<file path="src/rtl/core/fgsa_pkg.sv">
package fgsa_pkg;

    localparam int MAX_CELLS = 1024;
    localparam int VARS      = 4;
    localparam int ENTRIES   = MAX_CELLS * VARS;
    localparam int ENT_W     = $clog2(ENTRIES);
    localparam int CELL_W    = $clog2(MAX_CELLS);
    localparam int VAR_W     = (VARS > 1) ? $clog2(VARS) : 1;

    localparam int VAL_W   = 32;
    localparam int WGT_W   = 32;
    localparam int DIFF_W  = VAL_W + 1;
    localparam int PROD_W  = DIFF_W + WGT_W;
    localparam int ACC_W   = 48;
    localparam int SHIFT   = 20;
    localparam int GRAD_W  = 2 * ACC_W;

    localparam logic signed [ACC_W-1:0] ACC_MAX = {1'b0, {(ACC_W-1){1'b1}}};
    localparam logic signed [ACC_W-1:0] ACC_MIN = {1'b1, {(ACC_W-1){1'b0}}};

    localparam logic [2:0] MODE_LOAD     = 3'd0;
    localparam logic [2:0] MODE_INNER    = 3'd1;
    localparam logic [2:0] MODE_BOUNDARY = 3'd2;
    localparam logic [2:0] MODE_READ     = 3'd3;
    localparam logic [2:0] MODE_CLEAR    = 3'd4;

    typedef enum logic [1:0] {
        OP_LOAD,
        OP_FACE,
        OP_READ,
        OP_CLEAR
    } op_t;

    typedef struct packed {
        op_t                      op;
        logic                     inner;
        logic                     zero;
        logic [CELL_W-1:0]        lcell;
        logic [CELL_W-1:0]        rcell;
        logic [VAR_W-1:0]         var_idx;
        logic signed [VAL_W-1:0]  value;
        logic signed [WGT_W-1:0]  wlx;
        logic signed [WGT_W-1:0]  wly;
        logic signed [WGT_W-1:0]  wrx;
        logic signed [WGT_W-1:0]  wry;
    } cmd_t;

    typedef struct packed {
        logic pop;
        logic init_done;
    } back_stat_t;

    function automatic logic [ENT_W-1:0] entry_idx(input logic [CELL_W-1:0] cidx,
                                                   input logic [VAR_W-1:0] vidx);
        entry_idx = ENT_W'(cidx) * ENT_W'(VARS) + ENT_W'(vidx);
    endfunction

    function automatic logic signed [ACC_W-1:0] sat_acc(input logic signed [ACC_W-1:0] acc,
                                                        input logic signed [PROD_W-1:0] prod,
                                                        input logic neg);
        logic signed [PROD_W:0]   t;
        logic signed [PROD_W:0]   sh;
        logic signed [PROD_W+1:0] sum;
        t   = neg ? -((PROD_W+1)'(prod)) : (PROD_W+1)'(prod);
        sh  = t >>> SHIFT;
        sum = (PROD_W+2)'(acc) + (PROD_W+2)'(sh);
        if (sum > (PROD_W+2)'(ACC_MAX))
            sat_acc = ACC_MAX;
        else if (sum < (PROD_W+2)'(ACC_MIN))
            sat_acc = ACC_MIN;
        else
            sat_acc = ACC_W'(sum);
    endfunction

endpackage

</file>
<file path="src/rtl/core/fgsa_front.sv">
module fgsa_front (
    input  logic                       clk,
    input  logic                       rst_n,
    input  logic                       in_valid,
    output logic                       in_stall,
    input  logic [2:0]                 mode,
    input  logic [9:0]                 left_cell,
    input  logic [9:0]                 right_cell,
    input  logic [1:0]                 var_index,
    input  logic signed [31:0]         value,
    input  logic signed [31:0]         weight_left_x,
    input  logic signed [31:0]         weight_left_y,
    input  logic signed [31:0]         weight_right_x,
    input  logic signed [31:0]         weight_right_y,
    input  fgsa_pkg::back_stat_t       stat,
    output logic                       q_valid,
    output fgsa_pkg::cmd_t             q_cmd
);

    fgsa_pkg::cmd_t q_reg [2];
    logic           wr_ptr_reg, wr_ptr_next;
    logic           rd_ptr_reg, rd_ptr_next;
    logic [1:0]     cnt_reg, cnt_next;

    fgsa_pkg::cmd_t cmd;
    logic           keep;
    logic           push;
    logic           lc_ok, rc_ok, var_ok;

    assign lc_ok  = 32'(left_cell) < 32'(fgsa_pkg::MAX_CELLS);
    assign rc_ok  = 32'(right_cell) < 32'(fgsa_pkg::MAX_CELLS);
    assign var_ok = 32'(var_index) < 32'(fgsa_pkg::VARS);

    always_comb
    begin
        cmd.op      = fgsa_pkg::OP_LOAD;
        cmd.inner   = (mode == fgsa_pkg::MODE_INNER);
        cmd.zero    = !(lc_ok && var_ok);
        cmd.lcell   = fgsa_pkg::CELL_W'(left_cell);
        cmd.rcell   = fgsa_pkg::CELL_W'(right_cell);
        cmd.var_idx = fgsa_pkg::VAR_W'(var_index);
        cmd.value   = value;
        cmd.wlx     = weight_left_x;
        cmd.wly     = weight_left_y;
        cmd.wrx     = weight_right_x;
        cmd.wry     = weight_right_y;
        keep        = 1'b0;
        unique case (mode)
            fgsa_pkg::MODE_LOAD:
            begin
                cmd.op = fgsa_pkg::OP_LOAD;
                keep   = lc_ok && var_ok;
            end
            fgsa_pkg::MODE_INNER, fgsa_pkg::MODE_BOUNDARY:
            begin
                cmd.op = fgsa_pkg::OP_FACE;
                keep   = lc_ok && rc_ok;
            end
            fgsa_pkg::MODE_READ:
            begin
                cmd.op = fgsa_pkg::OP_READ;
                keep   = 1'b1;
            end
            fgsa_pkg::MODE_CLEAR:
            begin
                cmd.op = fgsa_pkg::OP_CLEAR;
                keep   = 1'b1;
            end
            default:
            begin
                keep = 1'b0;
            end
        endcase
    end

    assign in_stall = (cnt_reg == 2'd2) || !stat.init_done;
    assign push     = in_valid && !in_stall && keep;
    assign q_valid  = (cnt_reg != 2'd0);
    assign q_cmd    = q_reg[rd_ptr_reg];

    always_comb
    begin
        wr_ptr_next = wr_ptr_reg ^ push;
        rd_ptr_next = rd_ptr_reg ^ stat.pop;
        cnt_next    = cnt_reg + 2'(push) - 2'(stat.pop);
    end

    always_ff @(posedge clk)
    begin
        if (push)
        begin
            q_reg[wr_ptr_reg] <= cmd;
        end
    end

    always_ff @(posedge clk or negedge rst_n)
    begin
        if (!rst_n)
        begin
            wr_ptr_reg <= 1'b0;
            rd_ptr_reg <= 1'b0;
            cnt_reg    <= 2'd0;
        end
        else
        begin
            wr_ptr_reg <= wr_ptr_next;
            rd_ptr_reg <= rd_ptr_next;
            cnt_reg    <= cnt_next;
        end
    end

endmodule

</file>
<file path="config.mk">
export PLATFORM = sky130hd
export DESIGN_NAME = fgsa_front
export DESIGN_NICKNAME = d
export VERILOG_FILES = /design/src/rtl/core/fgsa_pkg.sv /design/src/rtl/core/fgsa_front.sv
export SDC_FILE = /design/constraint.sdc
export NUM_CORES = 1
export LEC_CHECK = 0
export BUFFER_PORTS_ARGS = -buffer_cell sky130_fd_sc_hd__buf_2
export CAP_MARGIN = 25
export CORE_MARGIN = 4
export CORE_UTILIZATION = 45
export DETAILED_ROUTE_END_ITERATION = 12
export GPL_TIMING_DRIVEN = 0
export PLACE_DENSITY = 0.7
export SLEW_MARGIN = 40
export SYNTH_ARGS = -nofsm -noshare
export SYNTH_HDL_FRONTEND = slang
export SYNTH_SLANG_ARGS = --single-unit
</file>
<file path="constraint.sdc">
create_clock -name clk -period 14.3 [get_ports clk]
set_input_delay 0 -clock clk [delete_from_list [all_inputs] [get_ports clk]]
set_output_delay 0 -clock clk [all_outputs]
set_load 0.02 [all_outputs]
</file>
-- Word-level counts from Yosys, hierarchy flattened
Memory sizes are Yosys's and may differ from the RTL's.
Index checks and enable logic that the tools add are counted.
- register bits: 4
- memory bits (writable): 370
- memories: 1
- add/subtract/negate cells: 2
- equality and inequality tests: 5
- muxes and demuxes: 4
- bitwise logic cells: 2
- reductions and logical operators: 9
- memory list (memory ; depth ; bits a word ; rd ports ; clocked after memory_dff ; write ports ; RTL line ; source):
    q_reg ; 2 ; 185 ; 1 ; 0 ; 1 ; fgsa_front.sv:20 ; fgsa_pkg::cmd_t q_reg [2];
- operators with widths (operator ; count):
    == test 3 x 2 -> 1 bit (second input constant) ; 2
    one-hot mux 2 bit (3 select lines) ; 1
    OR reduction 5 bit ; 1
    == test 3 x 1 -> 1 bit (second input constant) ; 1
    == test 3 bit (second input constant) ; 1
    logical NOT 3 bit ; 1
    two-way mux 1 bit ; 3
    adder 2 x 1 -> 2 bit ; 1
    == test 2 bit (second input constant) ; 1
    logical AND 1 bit ; 2
    logical NOT 1 bit ; 2
    nonzero test 2 bit ; 1
    OR reduction 2 bit ; 1
    subtractor 2 x 1 -> 2 bit ; 1
    bitwise XOR 1 bit ; 2
    logical OR 1 bit ; 1

-- Depth between registers and ports, before layout
Gate-level depths: netlist (run 1).
- word-level depth: 7
- mapped depth: 7
- depth with buffers taken out: 7

-- Worst setup path after synthesis (run 1)
OpenSTA, ideal clock, no wires.
- path type: register -> register
- from: reg cnt_reg[1]
- to: mem q_reg[1][0] in the netlist's numbering (enable)
- setup time: 569 ps
- arrival time: 4980 ps
- required time: 13731 ps
- slack: 8751 ps
- cell stages (with the launch flop): 4
- path buffers: 0
- path through: dfrtp_1 > nand2b_1 > and4_1 > ha_1
- cells in the longest elaborated chain, start to end: 7
- RTL lines (what ; RTL line ; source):
    start, declared ; fgsa_front.sv:23 ; logic [1:0] cnt_reg, cnt_next;
    start signal, assigned ; fgsa_front.sv:108 ; cnt_reg <= cnt_next;
    == test 2 bit ; fgsa_front.sv:76 ; assign in_stall = (cnt_reg == 2'd2) || !stat.init_done;
    logical OR 1 bit ; fgsa_front.sv:76 ;
    logical NOT 1 bit ; fgsa_front.sv:77 ; assign push = in_valid && !in_stall && keep;
    logical AND 1 bit (2 in series) ; fgsa_front.sv:77 ;
    two-way mux 1 bit ; fgsa_front.sv:90 ; if (push)
    two-way mux 1 bit (not written as such) ; fgsa_front.sv:92 ; q_reg[wr_ptr_reg] <= cmd;
    end, declared ; fgsa_front.sv:20 ;
No other way between the ends.

-- Worst setup path in the final report (run 1)
- from: reg cnt_reg[1]
- to: mem q_reg[0][142] in the netlist's numbering (enable)
The elaborated chain is that of the path after synthesis.

==> results of run 1 <==
==> metrics by stage <==
stage / std cells / worst slack (ns)
6_report: 1654 / 12.06
5_1_grt: 1653 / 11.91
4_1_cts: 1650 / 12.05
3_5_place_dp: 1388 / 12.07
3_3_place_gp: 1377 / 6.09
2_1_floorplan: 605 / 8.75
==> power by group through the flow <==
stage               clock [mW]  combinational, mW  sequential (mW)
floorplan                    0              0.769             1.37
global placement             0               1.07             1.38
detailed placement           0               1.09             1.35
CTS                       1.02               1.14             1.33
global route              1.07               1.19             1.34
finish                   0.994               1.13             1.33
==> cells by family (layout without fill, tap and decap cells) <==
logic type      Yosys count  after routing  share of synthesized area
xor+xnor                  4              4                    0.00247
buf+inv                  25            674                     0.0162
simple gates              8              8                    0.00370
compound gates            4              4                    0.00158
mux                     185            185                      0.184
other cells               1              5                   0.000264
flops                   374            374                      0.789
fa+ha+maj                 4              4                    0.00352
==> worst max-delay path, stage by stage, from the launching register on <==
cell	delay, ns
dfrtp_1	0.41
nand2b_1	0.13
and4_1	0.31
ha_4	0.33
buf_12	0.23
buf_12	0.24
buf_12	0.25
==> worst max-delay path by stage <==
stage | endpoint | slack (ns) | depth (start not counted)
floorplan | q_reg[1][0] | 8.75 | 3
global placement | q_reg[0][36] | 6.09 | 3
detailed placement | q_reg[0][140] | 12.07 | 6
CTS | q_reg[0][142] | 12.05 | 6
global route | q_reg[0][141] | 11.91 | 6
finish | q_reg[0][142] | 12.06 | 6
==> per-layer routing <==
metal	GRT usage	wire, um	vias to the layer above
li1	-	-	3656
met1	0.205	12000	3886
met2	0.320	16600	306
met3	0.0551	2670	49
met4	0.0548	835	2
met5	0	13	-
==> layout by cell type (no fill, tap or decap) <==
cell           synthesis  final
and4_1                 1      1
buf_12                 0     11
buf_2                  4    380
buf_4                  1      1
buf_6                 17     17
bufinv_16              0      4
clkbuf_1               0      6
clkbuf_16              0     41
clkinv_1               0     10
clkinv_2               0      8
clkinvlp_4             0      2
conb_1                 1      1
dfrtp_1                4      4
diode_2                0      4
dlygate4sd3_1          0    191
edfxtp_1             370    370
ha_1                   4      2
ha_4                   0      2
inv_1                  3      3
mux2_2                45     45
mux2_4               140    140
nand2_1                1      1
nand2b_1               2      2
nand3b_1               1      1
nand4_1                1      1
nor3b_1                1      1
o21a_1                 1      1
o21ai_0                3      3
or2_2                  1      1
xnor2_1                2      2
xor2_1                 2      2
==> final cells by class <==
class                      instances  area [um^2]
antenna                            4         10.0
sequential                       374        11200
fill                            2122        10900
clock inverter                    24          213
tap                              396          495
multi-input combinational        206         2800
buffer                            22          219
clock buffer                      47         1050
timing repair buffer             578         4010
inverter                           3         11.3
==> results.md, run 1 <==
- Reg2Reg Depth: 6
- Max_cap viols: 0
- Switch share: 0.297
- Post-synth top cells: edfxtp_1 (370), mux2_4 (140), mux2_2 (45)
- CP Data Arrival Time: between 2 and 2.5 ns
- DP HPWL: 20900 um
- Register bit count reported by yosys: around 370
- Layout cell share with drive strength beyond 1: 0.520
- Flop2flop setup slack: around 12 ns
- CP max FO: 32
- Largest net degree at the start of global routing: 39
- Pwr per Cell Area: around 170 mW/mm^2
- Avg Cell Area, Syn: 23.5 um^2
- P&R area growth vs syn: 40.8%
- Startpoint Class: register
- Vias in the first global route: 8642
- Inserted Clock Buffers: 39
- Reg clk slew, reported paths: about 0.060 ns
- Peak VDD IR: between 0.1 and 0.15 mV
- R2r startpoint: cnt_reg[1]
- Min-Delay Endpoint: wr_ptr_reg
- Int Power: 2.43 mW
- Die height: 186 um
- Comb pwr share: 0.326
- Final TNS setup: 0 ns
- Pwr Total: 3.45 mW
- Cell Rows: 64
- Count leader, synth: edfxtp_1
- WHS Path Cells: 4
- Die area: 0.0345 mm^2
- Leak Pwr: just under 8 nW
- CTS Buffer Depth: 3
- Seq pwr share: 0.386
- RSZ-0062 raised after global routing: false
- Clk_lat worst skew: roughly 0.5 ns
- Post-synth EDFFs: 370
- H-Tree Depth: 2
- Worst path required time: around 15 ns
- Syn_nets: 799
- Cell variety after synth: 21
- Wire per inst: between 15 and 20 um
- Final core occ: 0.648
- Worst Setup SP: cnt_reg[1]
- Final Max Slew Viols: 0
- Clk root buf: clkbuf_16
- Final-report setup violation count: 0
- Max reg flops: 370
- Seq/Total Area, Yosys: 0.789
- DIE WIDTH: 186 um
- # hold bufs at CTS: about 190
- Skew final: about 0.0066 ns
- Crit end category: register
- CTS tree: built
- # resized after CTS: 0
- Final worst path period share: 0.157
- Io pins: 378
- P_sw: ~1 mW
- Kind of critical path: register to register
- Clock power frac: 0.288
- Largest cells by area after synthesis: edfxtp_1 (78%), mux2_4 (15%), mux2_2 (3.6%), buf_6 (1.3%), dfrtp_1 (0.70%)
- Synthesized area: 0.0142 mm^2
- Synth Flop Type: edfxtp_1
- Gr ovfl total: 0
- Routability cong.: just over 0.7
- Core ar.: about 0.031 mm^2
- Via Count: about 7900
- Hold Crit Start: in_valid
- Post-CTS Repair Setup Buffers: 0
- CTS Sinks: 374
- Via-to-Cell Ratio: between 4 and 5
- Post-route minimum period: about 2.2 ns
- Fmax: 446 MHz
- Hold Violations, Final: 0
- Share of the synthesized area in the top cell type: 0.782
- Ys Warns: 0
- # DRC: 0
- Fin nets: ~1400
- Min Hold Slack: around 0.085 ns
- WL final: roughly 32000 um
- Detail Route Antenna Nets: 0
- Drt first pass iters: 5
- Cells after synthesis: 605
- Post-synth top area cell: edfxtp_1
- Antenna violations before repair: 4
- R2r endpoint: q_reg[0][142]
- Dpl cell area: 0.0168 mm^2
- First DRT Iteration DRCs: 315
- Number of buffers added on ports: around 380
- Async SR Flop Fraction: 0.0107
- Design area: between 0.02 and 0.025 mm^2
- First-pass GRT wire length: between 40000 and 50000 um
- Gr usage total: 0.178
- Starting Density: 0.460
- Worst Hold Class: primary input to register
- Status: finished, final reports clean
Power figures use the tool's default switching activity.
==> run 2, diff against run 1 <==
--- a/config.mk
+++ b/config.mk
@@ -5,6 +5,7 @@
 export SDC_FILE = /design/constraint.sdc
 export NUM_CORES = 1
 export LEC_CHECK = 0
+export ABC_AREA = 1
 export BUFFER_PORTS_ARGS = -buffer_cell sky130_fd_sc_hd__buf_2
 export CAP_MARGIN = 25
 export CORE_MARGIN = 4
==> constraint.sdc (replaced) <==
create_clock -name clk -period 2.1 [get_ports clk]
set_input_delay 0 -clock clk [delete_from_list [all_inputs] [get_ports clk]]
set_output_delay 0 -clock clk [all_outputs]
set_load 0.02 [all_outputs]
==> run 2 against run 1 <==
Sequential share of layout area rose by 0.68 points. Largest cell class unchanged. Critical endpoint is now q_cmd[130]. Non-clock buffer count increased by 25. Global-route usage grew 3.2 points. Total power grew to 6.8 times the previous value.
==> results.md, run 2 <==
- Status: finished, final reports clean
- CP max FO: 10
- Count leader, synth: edfxtp_1
- Commonest non-fill, non-tap cell in the layout: buf_2
- Final Max Slew Viols: 0
- Via-to-Cell Ratio: roughly 4.8
- Syn_nets: about 1200
- Core ar.: a little over 0.03 mm^2
- Fmax: about 500 MHz
- # DRC: 0
- Kind of critical path: register to output pin
- Pwr per Cell Area: 1190 mW/mm^2
- Die area: 0.0341 mm^2
- Io pins: between 300 and 400
- Skew final: 0.0147 ns
- Largest cells by area after synthesis: edfxtp_1 (79%), o21ai_0 (6.6%), inv_1 (5.2%), nand2_1 (5.2%), buf_6 (1.8%)
- Worst Hold Class: primary input to register
- H-Tree Depth: 2
- Gr usage total: 0.210
- CTS Buffer Depth: 3
- Synthesized area: around 0.014 mm^2
- Async SR Flop Fraction: 0.0107
- Final-report setup violation count: 0
- Vias in the first global route: ~10000
- Cell variety after synth: 15
- Final worst path period share: 0.948
- WHS Path Cells: 2
- Peak VDD IR: 0.885 mV
- Detail Route Antenna Nets: 0
- Final core occ: 0.645
- Max reg flops: 370
- DIE WIDTH: about 180 um
- Clk root buf: clkbuf_16
- Hold Violations, Final: 0
- CTS tree: built
- Cells after synthesis: just over 1000
- Synth Flop Type: edfxtp_1
- Most frequent cells in the layout: buf_2 (376), edfxtp_1 (370), inv_1 (196)
- Wire per inst: about 18 um
- Max_cap viols: 0
- Placed cells: roughly 1800
- Layout cell share with drive strength beyond 1: 0.281
- First-pass GRT wire length: 55700 um
- Worst path required time: around 2.1 ns
- Routability cong.: 0.772
- Min Hold Slack: ~0.21 ns
- Hold Crit Start: value[8]
- Post-route minimum period: 1.99 ns
- Flop2flop setup slack: 0.23 ns
- CP Data Arrival Time: about 2 ns
- Fin nets: between 1500 and 2000
- Inserted Clock Buffers: 39
- Cell Rows: 64
- Min-Delay Endpoint: q_reg[1][136]
- R2r startpoint: cnt_reg[0]
- Ys Warns: 0
- R2r endpoint: q_reg[0][172]
- Starting Density: 0.458
- Seq/Total Area, Yosys: 0.798
- Clk_lat worst skew: between 0.5 and 0.6 ns
- Startpoint Class: register
- Share of the synthesized area in the top cell type: 0.791
- Via Count: slightly below 10000
- Number of buffers added on ports: between 300 and 400
- Crit path cell chain: buf_4 > clkbuf_1 > o21ai_0 > buf_2
- Non-Filler Instances: between 2000 and 2500
- Post-synth top area cell: edfxtp_1
- Reg2Reg Depth: 7
- Post-synth EDFFs: 370
- Reg clk slew, reported paths: around 0.06 ns
- Gr ovfl total: 0
- Drt first pass iters: 5
- Critical Path Max Stage Delay: slightly below 0.4 ns
- Antenna violations before repair: 2
- Die height: 185 um
- P&R area growth vs syn: 40.7%
- Largest net degree at the start of global routing: 38
- CTS Sinks: around 370
- DP HPWL: 23000 um
- WL final: between 30000 and 40000 um
- Crit end category: output pin
- Avg Cell Area, Syn: around 14 um^2
- Pwr Total: between 20 and 25 mW
- Post-synth top cells: edfxtp_1 (370), inv_1 (196), nand2_1 (195)
- First DRT Iteration DRCs: roughly 540
- Leak Pwr: between 8 and 9 nW
- Slowest cell on crit path: dfrtp_1
- RSZ-0062 raised after global routing: false
- Register bit count reported by yosys: approximately 370
==> run 2: cell types whose count changed in the layout (fill, tap and decap cells not counted), moves of 5 or more <==
cell and change:
clkbuf_1 +21, inv_1 +193, mux2_4 -140, o21ai_0 +183
nand2_1 +194, buf_6 +5, clkinv_2 -6, mux2_2 -45
==> run 2: layout make-up <==
cell class	count	area (um^2)
Sequential cell	374	11200
Fill cell	2141	10900
Timing Repair Buffer	583	4060
Multi-Input combinational cell	398	1820
Clock buffer	51	1060
Inverter	196	736
Tap cell	396	495
Buffer	42	332
Clock inverter	14	67.6
Antenna cell	1	2.50
==> run 2: cells by family after synthesis <==
family                   share of synthesized area
flip-flops                                   0.798
buffers and inverters                       0.0758
AND/OR/NAND/NOR                             0.0555
AO/OA/AOI/OAI                               0.0666
adder cells (fa/ha/maj)                    0.00356
XOR/XNOR                                  0.000623
other                                     0.000267
==> run 2: where the power goes <==
| group | switching [mW] | internal [mW] |
|---|---|---|
| Combinational | 5.61 | 2.59 |
| Clock | 2.65 | 3.55 |
| Sequential | 0.161 | 8.92 |
| Total | 8.42 | 15.1 |
==> run 2: worst max-delay path: cells and delay by family (launching register included) <==
family                 cells  cell delay (ns)
flip-flops                 1             0.39
AO/OA/AOI/OAI              1             0.38
buffers and inverters      3             0.71
==> run 2: routing by layer <==
layer  track usage  share of wire  vias to the layer above  wire length [um]
met2         0.382           0.52                      427             19200
li1              -              -                     4661                 -
met1         0.244           0.37                     4677             13500
met4        0.0534          0.020                        2               747
met5             0        0.00035                        -                13
met3        0.0628          0.095                       57              3530
==> run 2: how the worst max path moves through the flow <==
stage                     from             to  slack, ns  depth (start not counted)
CTS                 rd_ptr_reg      q_cmd[45]       0.03                          4
global route        rd_ptr_reg     q_cmd[159]      0.003                          4
floorplan           cnt_reg[1]    q_reg[1][0]      -0.41                          4
finish              rd_ptr_reg     q_cmd[130]       0.11                          4
detailed placement  cnt_reg[0]  q_reg[1][128]      -0.14                          7
global placement    cnt_reg[0]  q_reg[0][108]      -1.20                          5
==> run 2: through the flow <==
step           area [um^2]  setup WS [ns]  setup TNS [ns]
6_report             19800          0.109               0
5_1_grt              19800        0.00307               0
4_1_cts              19800         0.0266               0
3_5_place_dp         16700         -0.135          -14.28
3_3_place_gp         16500          -1.20         -438.41
2_1_floorplan        14100         -0.408         -150.79
==> run 2: what timing repair did <==
item	4_1_cts	5_1_grt
endpoints found under the setup margin	189	157
buffers inserted	2	3
pin swaps	2	1
hold endpoints to repair	377	0
hold buffers	192	0
resized for setup	0	2
==> run 3, diff against run 2 <==
==> constraint.sdc (replaced) <==
create_clock -name clk -period 2.1 [get_ports clk]
set_input_delay 0 -clock clk [delete_from_list [all_inputs] [get_ports clk]]
set_output_delay 0 -clock clk [all_outputs]
set_load 0.01 [all_outputs]
==> run 3 against run 2 <==
Largest power group unchanged. Critical endpoint unchanged. Die area did not move. Sequential power barely moved. Count of clock-buffer cells in the layout did not move. First-iteration DRC count did not move. Combinational power fell by 15%. Sequential cell count did not move. Global-route usage did not move. Worst hold slack barely moved.
==> results.md, run 3 (synthesis results as in run 2) <==
- Status: finished, final reports clean
- Detail Route Antenna Nets: 0
- Startpoint Class: register
- Fmax: 509 MHz
- Reg clk slew, reported paths: 0.06 ns
- Vias in the first global route: between 10000 and 15000
- Pwr per Cell Area: 1120 mW/mm^2
- Peak VDD IR: between 0.8 and 0.9 mV
- Gr ovfl total: 0
- Placed cells: roughly 1800
- Skew final: around 0.015 ns
- Cell Rows: 64
- Max_cap viols: 0
- Final Max Slew Viols: 0
- Final worst path period share: 0.936
- Wire per inst: between 15 and 20 um
- First DRT Iteration DRCs: about 540
- Non-Filler Instances: 2055
- Via Count: ~9800
- Starting Density: 0.458
- Antenna violations before repair: 2
- First-pass GRT wire length: ~56000 um
- CP Data Arrival Time: roughly 2 ns
- Leak Pwr: 8.33 nW
- Max reg flops: 370
- Post-place setup slack: -0.135 ns
- H-Tree Depth: 2
- Fin nets: ~1800
- # resized after CTS: 0
- Hold Violations, Final: 0
- DIE WIDTH: 185 um
- Kind of critical path: register to output pin
- Clk root buf: clkbuf_16
- CTS tree: built
- # DRC: 0
- Die height: about 180 um
- Inserted Clock Buffers: 39
- Final-report setup violation count: 0
- Largest net degree at the start of global routing: 38
- CP max FO: 10
- Worst path required time: roughly 2.1 ns
- CTS Buffer Depth: 3
- Clk_lat worst skew: between 0.5 and 0.6 ns
- Crit end category: output pin
- DP HPWL: 23000 um
- Post-route minimum period: 1.97 ns
- P&R area growth vs syn: 40.7%
- Final core occ: 0.645
- Drt first pass iters: 5
- WL final: roughly 37000 um
- Routability cong.: 0.772
- Layout cell share with drive strength beyond 1: 0.280
- Number of buffers added on ports: 376
- Gr usage total: 0.210
- Io pins: about 380
- Final TNS setup: 0 ns
- RSZ-0062 raised after global routing: false
- Die area: 0.0341 mm^2
- Via-to-Cell Ratio: ~4.8
- Most frequent cells in the layout: buf_2 (376), edfxtp_1 (370), inv_1 (196)
- Commonest non-fill, non-tap cell in the layout: buf_2
- Worst Hold Class: primary input to register
- Setup WS post-layout: around 0.13 ns
- CTS Sinks: 374
- Core ar.: 0.0307 mm^2
[run 3: changes by cell type in the layout (fill, tap and decap cells not counted)]
cell and delta:
clkbuf_1 +1, clkbuf_2 -1
[run 3: area by class of cell]
type	count	area, um^2
fill	2139	10900
buffer	42	330
clock inverter	14	67.6
multi-input combinational	398	1820
sequential	374	11200
inverter	196	736
timing repair buffer	583	4060
antenna	1	2.50
tap	396	495
clock buffer	51	1060
[run 3: what timing repair did]
| item | in CTS | in global routing |
|---|---|---|
| hold buffers | 192 | 0 |
| pin swaps | 2 | 1 |
| endpoints found under the hold margin | 377 | 0 |
| buffers inserted | 2 | 3 |
| setup endpoints to repair | 189 | 156 |
[run 3: path summary, 6_finish.rpt]
kind                            endpoint  slack (ns)  cells after the start        from
setup / recovery              q_cmd[130]        0.13                      4  rd_ptr_reg
hold / removal             q_reg[1][136]        0.21                      2    value[8]
setup reg to reg           q_reg[0][172]        0.23                      7  cnt_reg[0]
hold reg to reg               cnt_reg[0]        0.55                      1  cnt_reg[0]
max in group asynchronous     cnt_reg[1]        1.48                      3       rst_n
min in group asynchronous     rd_ptr_reg        0.45                      3       rst_n
[run 3: routing by layer]
metal	part of all wire	wire [um]	global-route usage	vias to the layer above
met4	0.020	747	0.0534	2
met3	0.095	3530	0.0628	57
li1	-	-	-	4661
met2	0.52	19200	0.382	427
met5	0.00035	13	0	-
met1	0.37	13500	0.244	4677
[run 3: per-stage QoR]
step           hold slack (ns)  power, mW  instance area [um^2]
2_1_floorplan           -0.296       12.7                 14100
3_3_place_gp            -0.191       15.7                 16500
3_5_place_dp            -0.187       15.9                 16700
4_1_cts                  0.182       22.4                 19800
5_1_grt                  0.202       23.4                 19800
6_report                 0.209       22.2                 19800
[run 3: power by group]
group          internal [mW]  switching (mW)
Sequential              8.92           0.161
Clock                   3.55            2.65
Combinational           2.57            4.40
Total                   15.0            7.21
[run 3: critical path, cell delays in order (launching register included)]
cell      delay, ns
dfrtp_1        0.36
buf_4          0.24
clkbuf_1       0.39
o21ai_0        0.26
buf_2          0.20
